--- config.mk ---
export PLATFORM = sky130hd
export DESIGN_NAME = allow_deny_range_rule_match
export DESIGN_NICKNAME = d
export VERILOG_FILES = /design/src/hw/rtl/adrr_pkg.sv /design/src/hw/rtl/adrr_cell.sv /design/src/hw/rtl/allow_deny_range_rule_match.sv
export SDC_FILE = /design/constraint.sdc
export NUM_CORES = 2
export LEC_CHECK = 0
export ABC_CLOCK_PERIOD_IN_PS = 5200
export BUFFER_PORTS_ARGS = -buffer_cell sky130_fd_sc_hd__buf_2
export CAP_MARGIN = 20
export CORE_ASPECT_RATIO = 1.4
export CORE_MARGIN = 5
export CORE_UTILIZATION = 57
export DETAILED_ROUTE_END_ITERATION = 6
export PLACE_DENSITY = 0.84
export SYNTH_ARGS = -nofsm -noshare
export SYNTH_HDL_FRONTEND = slang
export SYNTH_SLANG_ARGS = --single-unit
export TNS_END_PERCENT = 10
--- constraint.sdc ---
create_clock -name clk_i -period 5.2 [get_ports clk_i]
set_input_delay 0.52 -clock clk_i [delete_from_list [all_inputs] [get_ports clk_i]]
set_output_delay 0.52 -clock clk_i [all_outputs]
set_load 0.03 [all_outputs]
--- src/hw/rtl/adrr_pkg.sv ---
// Shared types and constants for the allow/deny range rule table.
// Request/response payload structs, function codes, rule flag bits, chain token.
// No dependencies.
`default_nettype none

package adrr_pkg;

  localparam int unsigned ENTRIES_DEF = 16;

  localparam int unsigned ProvW  = 10;
  localparam int unsigned VarW   = 8;
  localparam int unsigned FlagW  = 7;
  localparam int unsigned FreedW = 5;

  // Rule flag bit positions
  localparam int unsigned FLG_ALL    = 0;
  localparam int unsigned FLG_UNCOND = 1;
  localparam int unsigned FLG_PLO    = 2;
  localparam int unsigned FLG_PHI    = 3;
  localparam int unsigned FLG_VLO    = 4;
  localparam int unsigned FLG_VHI    = 5;
  localparam int unsigned FLG_ALLOW  = 6;

  typedef enum logic [1:0] {
    FUNC_ADD   = 2'd0,
    FUNC_CLEAR = 2'd1,
    FUNC_QUERY = 2'd2,
    FUNC_NONE  = 2'd3
  } func_e;

  typedef struct packed {
    func_e             func;
    logic [ProvW-1:0]  prov;
    logic [VarW-1:0]   var_req;
    logic              var_known;
    logic              booked;
    logic [ProvW-1:0]  prov_upper;
    logic [VarW-1:0]   var_upper;
    logic [FlagW-1:0]  rule_flags;
  } req_t;

  typedef struct packed {
    logic              skipped;
    logic              status;
    logic [FreedW-1:0] freed_count;
  } rsp_t;

  // Token handed from cell to cell; freed count travels beside it
  typedef struct packed {
    logic valid;
    req_t req;
    logic allow_hit;
    logic deny_hit;
    logic placed;
  } tok_t;

endpackage

`default_nettype wire

--- src/hw/rtl/adrr_cell.sv ---
// One rule slot of the chain: holds a rule and updates the passing token.
// Depends on adrr_pkg.
`default_nettype none

module adrr_cell #(
  parameter int unsigned CntW = 5
) (
  input  wire logic            clk_i,
  input  wire logic            rst_ni,
  input  wire logic            adv_i,
  input  wire adrr_pkg::tok_t  tok_i,
  input  wire logic [CntW-1:0] cnt_i,
  output adrr_pkg::tok_t       tok_o,
  output logic      [CntW-1:0] cnt_o
);
  import adrr_pkg::*;

  logic             valid_q, valid_d;
  logic [FlagW-1:0] flags_q;
  logic [ProvW-1:0] plo_q, phi_q;
  logic [VarW-1:0]  vlo_q, vhi_q;
  logic             store;
  logic             hit;
  logic [FlagW-1:0] new_flags;
  tok_t             tok_q, tok_d;
  logic [CntW-1:0]  cnt_q, cnt_d;

  always_comb begin
    logic p_lo_eq, p_hi_eq;
    p_lo_eq = (tok_i.req.prov == plo_q);
    p_hi_eq = (tok_i.req.prov == phi_q);
    hit = valid_q;
    if (!flags_q[FLG_ALL]) begin
      if (flags_q[FLG_PLO] && tok_i.req.prov < plo_q) hit = 1'b0;
      if (flags_q[FLG_PHI] && tok_i.req.prov > phi_q) hit = 1'b0;
      if (tok_i.req.var_known) begin
        if (flags_q[FLG_PLO] && p_lo_eq && flags_q[FLG_VLO] && tok_i.req.var_req < vlo_q)
          hit = 1'b0;
        if (flags_q[FLG_PHI] && p_hi_eq && flags_q[FLG_VHI] && tok_i.req.var_req > vhi_q)
          hit = 1'b0;
      end else begin
        if (flags_q[FLG_PLO] && p_lo_eq && flags_q[FLG_VLO]) hit = 1'b0;
        if (flags_q[FLG_PHI] && p_hi_eq && flags_q[FLG_VHI]) hit = 1'b0;
      end
    end
  end

  always_comb begin
    new_flags = tok_i.req.rule_flags;
    if (new_flags[FLG_ALLOW]) new_flags[FLG_UNCOND] = 1'b0;
  end

  always_comb begin
    tok_d   = tok_i;
    cnt_d   = cnt_i;
    valid_d = valid_q;
    store   = 1'b0;
    if (tok_i.valid) begin
      unique case (tok_i.req.func)
        FUNC_ADD: begin
          // first empty slot takes the rule
          if (!valid_q && !tok_i.placed) begin
            store        = 1'b1;
            valid_d      = 1'b1;
            tok_d.placed = 1'b1;
          end
        end
        FUNC_CLEAR: begin
          if (valid_q) cnt_d = cnt_i + CntW'(1);
          valid_d = 1'b0;
        end
        FUNC_QUERY: begin
          if (hit) begin
            if (flags_q[FLG_ALLOW]) tok_d.allow_hit = 1'b1;
            else if (flags_q[FLG_UNCOND] || !tok_i.req.booked) tok_d.deny_hit = 1'b1;
          end
        end
        FUNC_NONE: ;
        default: ;
      endcase
    end
  end

  always_ff @(posedge clk_i or negedge rst_ni) begin
    if (!rst_ni) begin
      valid_q <= 1'b0;
      tok_q   <= '0;
      cnt_q   <= '0;
    end else if (adv_i) begin
      valid_q <= valid_d;
      tok_q   <= tok_d;
      cnt_q   <= cnt_d;
    end
  end

  always_ff @(posedge clk_i) begin
    if (adv_i && store) begin
      flags_q <= new_flags;
      plo_q   <= tok_i.req.prov;
      phi_q   <= tok_i.req.prov_upper;
      vlo_q   <= tok_i.req.var_req;
      vhi_q   <= tok_i.req.var_upper;
    end
  end

  assign tok_o = tok_q;
  assign cnt_o = cnt_q;

endmodule

`default_nettype wire

--- src/hw/rtl/allow_deny_range_rule_match.sv ---
// Channel  | dir | handshake            | payload
// in       | in  | in_valid_i/in_stall_o | adrr_pkg::req_t (add, clear, query)
// out      | out | out_valid_o/out_stall_i | adrr_pkg::rsp_t (one per request)
//
// A request walks the chain of Entries rule cells, one cell per cycle while the
// chain advances, and its response is then registered in the output register;
// the next request is taken once that response is in the output register.
// Reset clears all rule valid bits and the chain at once; no sweep is needed.
// A response held by out_stall_i freezes the chain only if the next one is
// ready to leave it.
// Depends on adrr_pkg and adrr_cell.
`default_nettype none

module allow_deny_range_rule_match #(
  parameter int unsigned Entries = adrr_pkg::ENTRIES_DEF
) (
  input  wire logic          clk_i,
  input  wire logic          rst_ni,
  input  wire logic          in_valid_i,
  output logic               in_stall_o,
  input  wire adrr_pkg::req_t in_req_i,
  output logic               out_valid_o,
  input  wire logic          out_stall_i,
  output adrr_pkg::rsp_t     out_rsp_o
);
  import adrr_pkg::*;

  localparam int unsigned CntW = $clog2(Entries + 1);

  tok_t            tok [Entries+1];
  logic [CntW-1:0] cnt [Entries+1];
  logic            adv;
  logic            busy_q;
  logic            out_valid_q;
  rsp_t            out_rsp_q, rsp_d;
  tok_t            tail;
  logic [CntW+FreedW-1:0] freed_ext;

  assign tail = tok[Entries];

  // hold the chain while a finished request cannot enter the output register
  assign adv = !(tail.valid && out_valid_q && out_stall_i);

  assign tok[0] = '{valid: in_valid_i && !busy_q, req: in_req_i,
                    allow_hit: 1'b0, deny_hit: 1'b0, placed: 1'b0};
  assign cnt[0] = '0;

  for (genvar g = 0; g < Entries; g++) begin : g_cell
    adrr_cell #(.CntW(CntW)) u_cell (
      .clk_i  (clk_i),
      .rst_ni (rst_ni),
      .adv_i  (adv),
      .tok_i  (tok[g]),
      .cnt_i  (cnt[g]),
      .tok_o  (tok[g+1]),
      .cnt_o  (cnt[g+1])
    );
  end

  assign freed_ext = {{FreedW{1'b0}}, cnt[Entries]};

  always_comb begin
    rsp_d             = '0;
    rsp_d.skipped     = (tail.req.func == FUNC_QUERY) && tail.deny_hit && !tail.allow_hit;
    rsp_d.status      = (tail.req.func == FUNC_ADD) && !tail.placed;
    rsp_d.freed_count = (tail.req.func == FUNC_CLEAR) ? freed_ext[FreedW-1:0] : '0;
  end

  always_ff @(posedge clk_i or negedge rst_ni) begin
    if (!rst_ni) begin
      busy_q      <= 1'b0;
      out_valid_q <= 1'b0;
    end else begin
      if (tok[0].valid) busy_q <= 1'b1;
      else if (tail.valid && adv) busy_q <= 1'b0;
      if (tail.valid && adv) out_valid_q <= 1'b1;
      else if (!out_stall_i) out_valid_q <= 1'b0;
    end
  end

  always_ff @(posedge clk_i) begin
    if (tail.valid && adv) out_rsp_q <= rsp_d;
  end

  assign in_stall_o  = busy_q;
  assign out_valid_o = out_valid_q;
  assign out_rsp_o   = out_rsp_q;

endmodule

`default_nettype wire

## Word-level counts from Yosys, hierarchy flattened

Index checks and enable logic that the tools add are counted.

- Bits in registers: 1,564
- Input port bits: 51
- Output and inout bits: 9
- Logic and storage cells: 1,147

- Add/sub/neg operators: 15
- Order comparisons: 64
- Equal/unequal tests: 82
- Mux-type cells: 385
- Bitwise operators: 1
- Reduce and logical (&&, ||, !) cells: 282

Operator list:

| kind | count |
|---|---|
| == test 10 bit | 32 |
| 2-to-1 mux 1 bit | 274 |
| 2-to-1 mux 5 bit | 47 |
| logical AND 1 bit | 166 |
| > comparator 10 bit | 16 |
| less-than comparator 10 bit | 16 |
| > comparator 8 bit | 16 |
| less-than comparator 8 bit | 16 |
| adder 5 x 1 -> 5 bit (second input constant) | 15 |
| 2-to-1 mux 2 bit | 32 |
| AND reduction 4 bit | 15 |
| logical NOT 1 bit | 50 |
| 2-to-1 mux 3 bit | 16 |
| == test 2 x 1 -> 1 bit (second input constant) | 17 |
| == test 2 bit (second input constant) | 17 |
| logical NOT 2 bit | 17 |
| nonzero test 2 bit | 17 |
| != test 2 x 1 -> 1 bit (second input constant) | 16 |
| one-hot mux 1 bit (2 select lines) | 16 |
| logical OR 1 bit | 16 |
| AND reduction 3 bit | 1 |
| NOT 1 bit | 1 |

## Depth between registers and ports, before layout

- Depth in word-level cells: 11
- Gate-level depth with buffers: 9
- Mapped depth without buffers: 9

## Modules after synthesis

Synthesis repeated with hierarchy kept, for this count alone.

- Cells, all modules: 5,223
- Area, all modules: 71,894.0 µm²

By module, submodules not included:

| module | times used | cells an instance | area an instance (µm²) | sequential area each (µm²) |
|---|---|---|---|---|
| adrr_cell at g_cell[0].u_cell ... | 15 | 325 | 4,470.5 | 2,717.6 |
| adrr_cell at g_cell[2].u_cell | 1 | 323 | 4,471.8 | 2,717.6 |
| allow_deny_range_rule_match | 1 | 25 | 364.1 | 260.2 |

## Least setup slack after synthesis

Ideal clock, no wire load.

- Path type: register to register
- From: register out_valid_q (netlist: out_valid_o)
- To: register g_cell[10].u_cell.flags_q[0], enable pin
- Library setup time: 0.550 ns
- Arrival: 5.192 ns
- Path slack: -0.542 ns
- Cell stages (with the launch flop): 5
- Buffers on the path: 1
- Period minus slack after synthesis: 5.742 ns
- Cell sequence: dfrtp_1 nand3_1 clkbuf_1 nand2_1 nor4_1

- Cells in the longest elaborated chain, start to end: 4

RTL lines:

| item | RTL line | text |
|---|---|---|
| from (decl) | allow_deny_range_rule_match.sv:34 | `logic out_valid_q;` |
| from (signal assigned) | allow_deny_range_rule_match.sv:72 | `out_valid_q <= 1'b0;` |
| from (signal assigned) | allow_deny_range_rule_match.sv:76 | `if (tail.valid && adv) out_valid_q <= 1'b1;` |
| from (signal assigned) | allow_deny_range_rule_match.sv:77 | `else if (!out_stall_i) out_valid_q <= 1'b0;` |
| logical AND 1 bit (2 in series) | allow_deny_range_rule_match.sv:42 | `assign adv = !(tail.valid && out_valid_q && out_stall_i);` |
| logical NOT 1 bit | allow_deny_range_rule_match.sv:42 |  |
| logical AND 1 bit | adrr_cell.sv:97 | `if (adv_i && store) begin` |
| to (signal assigned) | adrr_cell.sv:98 | `flags_q <= new_flags;` |
| to (decl) | adrr_cell.sv:19 | `logic [FlagW-1:0] flags_q;` |

No other way between the ends.
A chain may end at the register's enable or synchronous reset.

## Final worst setup path

- From: register g_cell[12].u_cell.tok_q (netlist bit g_cell[12].u_cell.tok_o[46])
- To: register g_cell[13].u_cell.tok_q (netlist bit g_cell[13].u_cell.tok_o[1])

- Cells in the longest elaborated chain, start to end: 11
- Elaborated cells between the ends (all ways): 23
- Those cells by class: order compare (2); eq/ne (2); mux (11); reduce/logical (8)

RTL lines:

| item | RTL line | text |
|---|---|---|
| from (decl) | adrr_cell.sv:25 | `tok_t tok_q, tok_d;` |
| from (signal assigned) | adrr_cell.sv:91 | `tok_q <= tok_d;` |
| less-than comparator 10 bit / == test 10 bit (equally long branches) | adrr_cell.sv:34, adrr_cell.sv:30 |  |
| logical AND 1 bit (on tied branches) | adrr_cell.sv:34, adrr_cell.sv:37, adrr_cell.sv:42 |  |
| 2-to-1 mux 1 bit / logical AND 1 bit (equally long branches) | adrr_cell.sv:34, adrr_cell.sv:37, adrr_cell.sv:42 |  |
| 2-to-1 mux 1 bit / logical AND 1 bit (equally long branches) | adrr_cell.sv:35, adrr_cell.sv:37 |  |
| 2-to-1 mux 1 bit (on tied branches) | adrr_cell.sv:42, adrr_cell.sv:37 |  |
| 2-to-1 mux 1 bit (on tied branches) | adrr_cell.sv:43, adrr_cell.sv:39 |  |
| 2-to-1 mux 1 bit (*) | adrr_cell.sv:36 | `if (tok_i.req.var_known) begin` |
| 2-to-1 mux 1 bit (*) | adrr_cell.sv:33 | `if (!flags_q[FLG_ALL]) begin` |
| 2-to-1 mux 2 bit (*) | adrr_cell.sv:73 | `if (hit) begin` |
| 2-to-1 mux 2 bit (*) | adrr_cell.sv:59 | `unique case (tok_i.req.func)` |
| 2-to-1 mux 3 bit (*) | adrr_cell.sv:58 | `if (tok_i.valid) begin` |
| to (signal assigned) | adrr_cell.sv:91 |  |
| to (decl) | adrr_cell.sv:25 |  |

Mark *: on every way between the ends. The rest lies on a longest branch, timed or not.

==> flow_metrics.env <==
export IMPL_fin_crit_ns=2.82
export IMPL_cts_tree="yes"
export IMPL_htreeDepth=4
export IMPL_dieArea_sq_mm=0.129
export IMPL_start_util_pct=57.3
export IMPL_synth_edf_count=695
export IMPL_yosys_warnings=0
export IMPL_cp_buffers_inverters=0
export IMPL_ys_flop_type="dfrtp_1"
export IMPL_leakage_nw=35.9
export IMPL_grt_overflow=0
export IMPL_syn_nets=7176
export IMPL_area_growth_pct=10.9
export IMPL_num_vias=46600
export IMPL_setup_slack_ns=2.38
export IMPL_crit_path_max_fanout=5
export IMPL_slowest_stage="a41oi_1"
export IMPL_syn_avg_cell_area_sq_um=10.6
export IMPL_diodes=0
export IMPL_worst_pin_slew_ns=0.918
export IMPL_path_delay_family="compound AO/OA/AOI/OAI gates"
export IMPL_synth_cells=6550
export IMPL_antenna_found_initial=1
export IMPL_synth_seq_cells=1554
export IMPL_maxSlewViolCount=0
export IMPL_cts_root_buf="clkbuf_16"
export IMPL_dpl_worst_slack_ns=2.32
export IMPL_max_freq_mhz=354
export IMPL_hp_start="in_req_i[45]"
export IMPL_drt_iter0_drc=3510
export IMPL_worst_clock_skew_ns=0.0252
export IMPL_ir_worst_vdd_mv=0.352
export IMPL_clk_insertion_delay_late_ns=0.76
export IMPL_path_clk_slew_ns=0.07
export IMPL_cp_start_kind="flip-flop"
export IMPL_rsz0062_at_grt="no"
export IMPL_grt_pass1_wl_um=244000
export IMPL_fin_util_pct=63.5
export IMPL_synth_commonest_cells="nand2_1, dfrtp_1, edfxtp_1"
export IMPL_cts_path_max_buffers=3
export IMPL_cp_end_kind="flip-flop"
export IMPL_fill_cells=8701
export IMPL_min_path_type="primary input to flip-flop"
export IMPL_max_cap_violations=0
export IMPL_ys_top_cells_by_area="dfrtp_1, edfxtp_1, nand2_1"
export IMPL_ys_seq_area_share_pct=61.2
export IMPL_crit_path_start="g_cell[12].u_cell.tok_o[46]"
export IMPL_fin_cells=8373
export IMPL_via_per_inst=5.56
export IMPL_status="complete, no violations"
export IMPL_io_buffers=59
export IMPL_drive_gt1_share_pct=5.19
export IMPL_cts_resized=0
export IMPL_dpl_cell_count=8059
export IMPL_design_portCount=60
export IMPL_r2r_start="g_cell[12].u_cell.tok_o[46]"
export IMPL_hpwl_um=100000
export IMPL_clock_sinks=1554
export IMPL_grt_total_usage_pct=23.1
export IMPL_die_height_um=422
export IMPL_powerDensity_mw_per_mm2=338
export IMPL_power_total_mw=26.0
export IMPL_slowest_delay_ns=0.51
export IMPL_synth_cell_area_sq_mm=0.0692
export IMPL_grt_max_degree=152
export IMPL_worst_slew_margin_rel_pct=38.7
export IMPL_first_global_vias=48900
export IMPL_fin_crit_sh_pct=54.3
export IMPL_yosys_area_top_type="dfrtp_1"
export IMPL_crit_chain="ha_1 -> nand4_1 -> nor3_1 -> o21ai_0 -> o211ai_1 -> nand3_1 -> a41oi_1 -> o31ai_1"
export IMPL_drc=0
export IMPL_wl_per_cell_um=17.7
export IMPL_fin_nets=7271
export IMPL_rows=151
export IMPL_postRouteWirelength_um=148000
export IMPL_numCtsBuffers=145
export IMPL_netlist_cell_type_count=64
export IMPL_hold_viol=0
export IMPL_cp_arrival_ns=3.44
export IMPL_dr_pass1_iters=7
export IMPL_place_congestion=0.886
export IMPL_critical_path_class="flip-flop to flip-flop"
export IMPL_coreArea_sq_mm=0.121
export IMPL_synth_top_area_share_pct=31.0
export IMPL_ant_nets=0
export IMPL_postSynth_asyncResetShare_pct=55.3
export IMPL_synth_most_common_cell="nand2_1"
export IMPL_finalSetupViolations=0
export IMPL_die_x_um=305
export IMPL_worstPathRequired_ns=5.82
[final timing paths]
path,to,slack (ns),cells after the start
worst max register to register,g_cell[13].u_cell.tok_o[1],2.38,8
worst max-delay path,g_cell[13].u_cell.tok_o[1],2.38,8
worst min register to register,g_cell[15].u_cell.phi_q[4],0.45,0
max in group asynchronous,g_cell[14].u_cell.valid_q,3.49,3
min in group asynchronous,g_cell[0].u_cell.tok_o[44],0.39,2
worst min-delay path,g_cell[0].u_cell.valid_q,0.06,2
[sequential cells by signal, summed over array words and instances, names as in the netlist]
| signal | flops |
|---|---|
| g_cell.u_cell.vlo_q | 128 |
| out_valid_o | 1 |
| g_cell.u_cell.vhi_q | 128 |
| out_rsp_o | 7 |
| g_cell.u_cell.plo_q | 160 |
| g_cell.u_cell.valid_q | 16 |
| g_cell.u_cell.tok_o | 771 |
| g_cell.u_cell.cnt_o | 70 |
| in_stall_o | 1 |
| g_cell.u_cell.flags_q | 112 |
| g_cell.u_cell.phi_q | 160 |
[metal layers]
| layer | part of all wire (%) | vias to the layer above | wire length (um) | GRT usage [%] |
|---|---|---|---|---|
| li1 | - | 22100 | - | - |
| met1 | 36 | 22700 | 53500 | 25.5 |
| met2 | 53 | 1299 | 79300 | 42.8 |
| met3 | 4.0 | 500 | 5920 | 3.32 |
| met4 | 6.5 | 0 | 9670 | 13.0 |
| met5 | 0 | - | 0 | 0 |
[report_power, final]
group | internal, mW | switching, mW | total (mW)
Clock | 6.28 | 4.56 | 10.8
Sequential | 13.3 | 0.514 | 13.8
Combinational | 0.513 | 0.781 | 1.29
Total | 20.1 | 5.85 | 26.0
[kinds of logic (layout without fill, tap and decap cells)]
| kind of cell | after synthesis | count (layout) | synth area share [%] |
|---|---|---|---|
| muxes | 29 | 29 | 0.419 |
| xor gates and xnor gates | 50 | 50 | 0.633 |
| DFF | 1554 | 1554 | 61.2 |
| buffers and inverters | 807 | 1024 | 4.40 |
| and+or+nand+nor | 2876 | 2876 | 17.1 |
| AOI/OAI and AO/OA | 659 | 659 | 5.91 |
| adders and majority gates | 575 | 575 | 10.4 |
[cell usage in the layout, fill, tap and decap left out, types with 53 or more instances in the layout]
master,n
nand2_1,2286
dfrtp_1,859
edfxtp_1,695
inv_1,610
ha_1,575
o21ai_0,209
nor2_1,182
a21oi_1,180
clkbuf_16,152
nand4_1,119
buf_2,58
a21o_1,54
nor3_1,53
[cell type report]
class | count | area [sq um] | share of cell area, %
timing repair buffer | 145 | 1250 | 1.63
tap | 1606 | 2010 | 2.62
clock buffer | 202 | 4120 | 5.37
inverter | 610 | 2290 | 2.98
sequential | 1554 | 42400 | 55.2
multi-input combinational | 4189 | 23900 | 31.2
clock inverter | 67 | 806 | 1.05
[repair_timing]
action                                 in CTS  in global routing
endpoints found under the hold margin     138                  0
buffers inserted                            0                  0
hold buffers                               45                  0
[per-stage QoR]
stage | hold WS, ns | instance area [sq um] | TNS [ns]
floorplan | 0.224 | 69200 | -159.38
global placement | 0.431 | 71400 | 0
detailed placement | 0.432 | 71400 | 0
CTS | 0.00608 | 76800 | 0
global route | 0.0107 | 76800 | 0
finish | 0.0574 | 76800 | 0
[worst register-to-register path, stage by stage (launching register included)]
cell      delay, ns
dfrtp_1        0.47
ha_1           0.37
nand4_1        0.15
nor3_1         0.42
o21ai_0        0.27
o211ai_1       0.21
nand3_1        0.12
a41oi_1        0.51
o31ai_1        0.17
(Power assumes the default switching activity.)
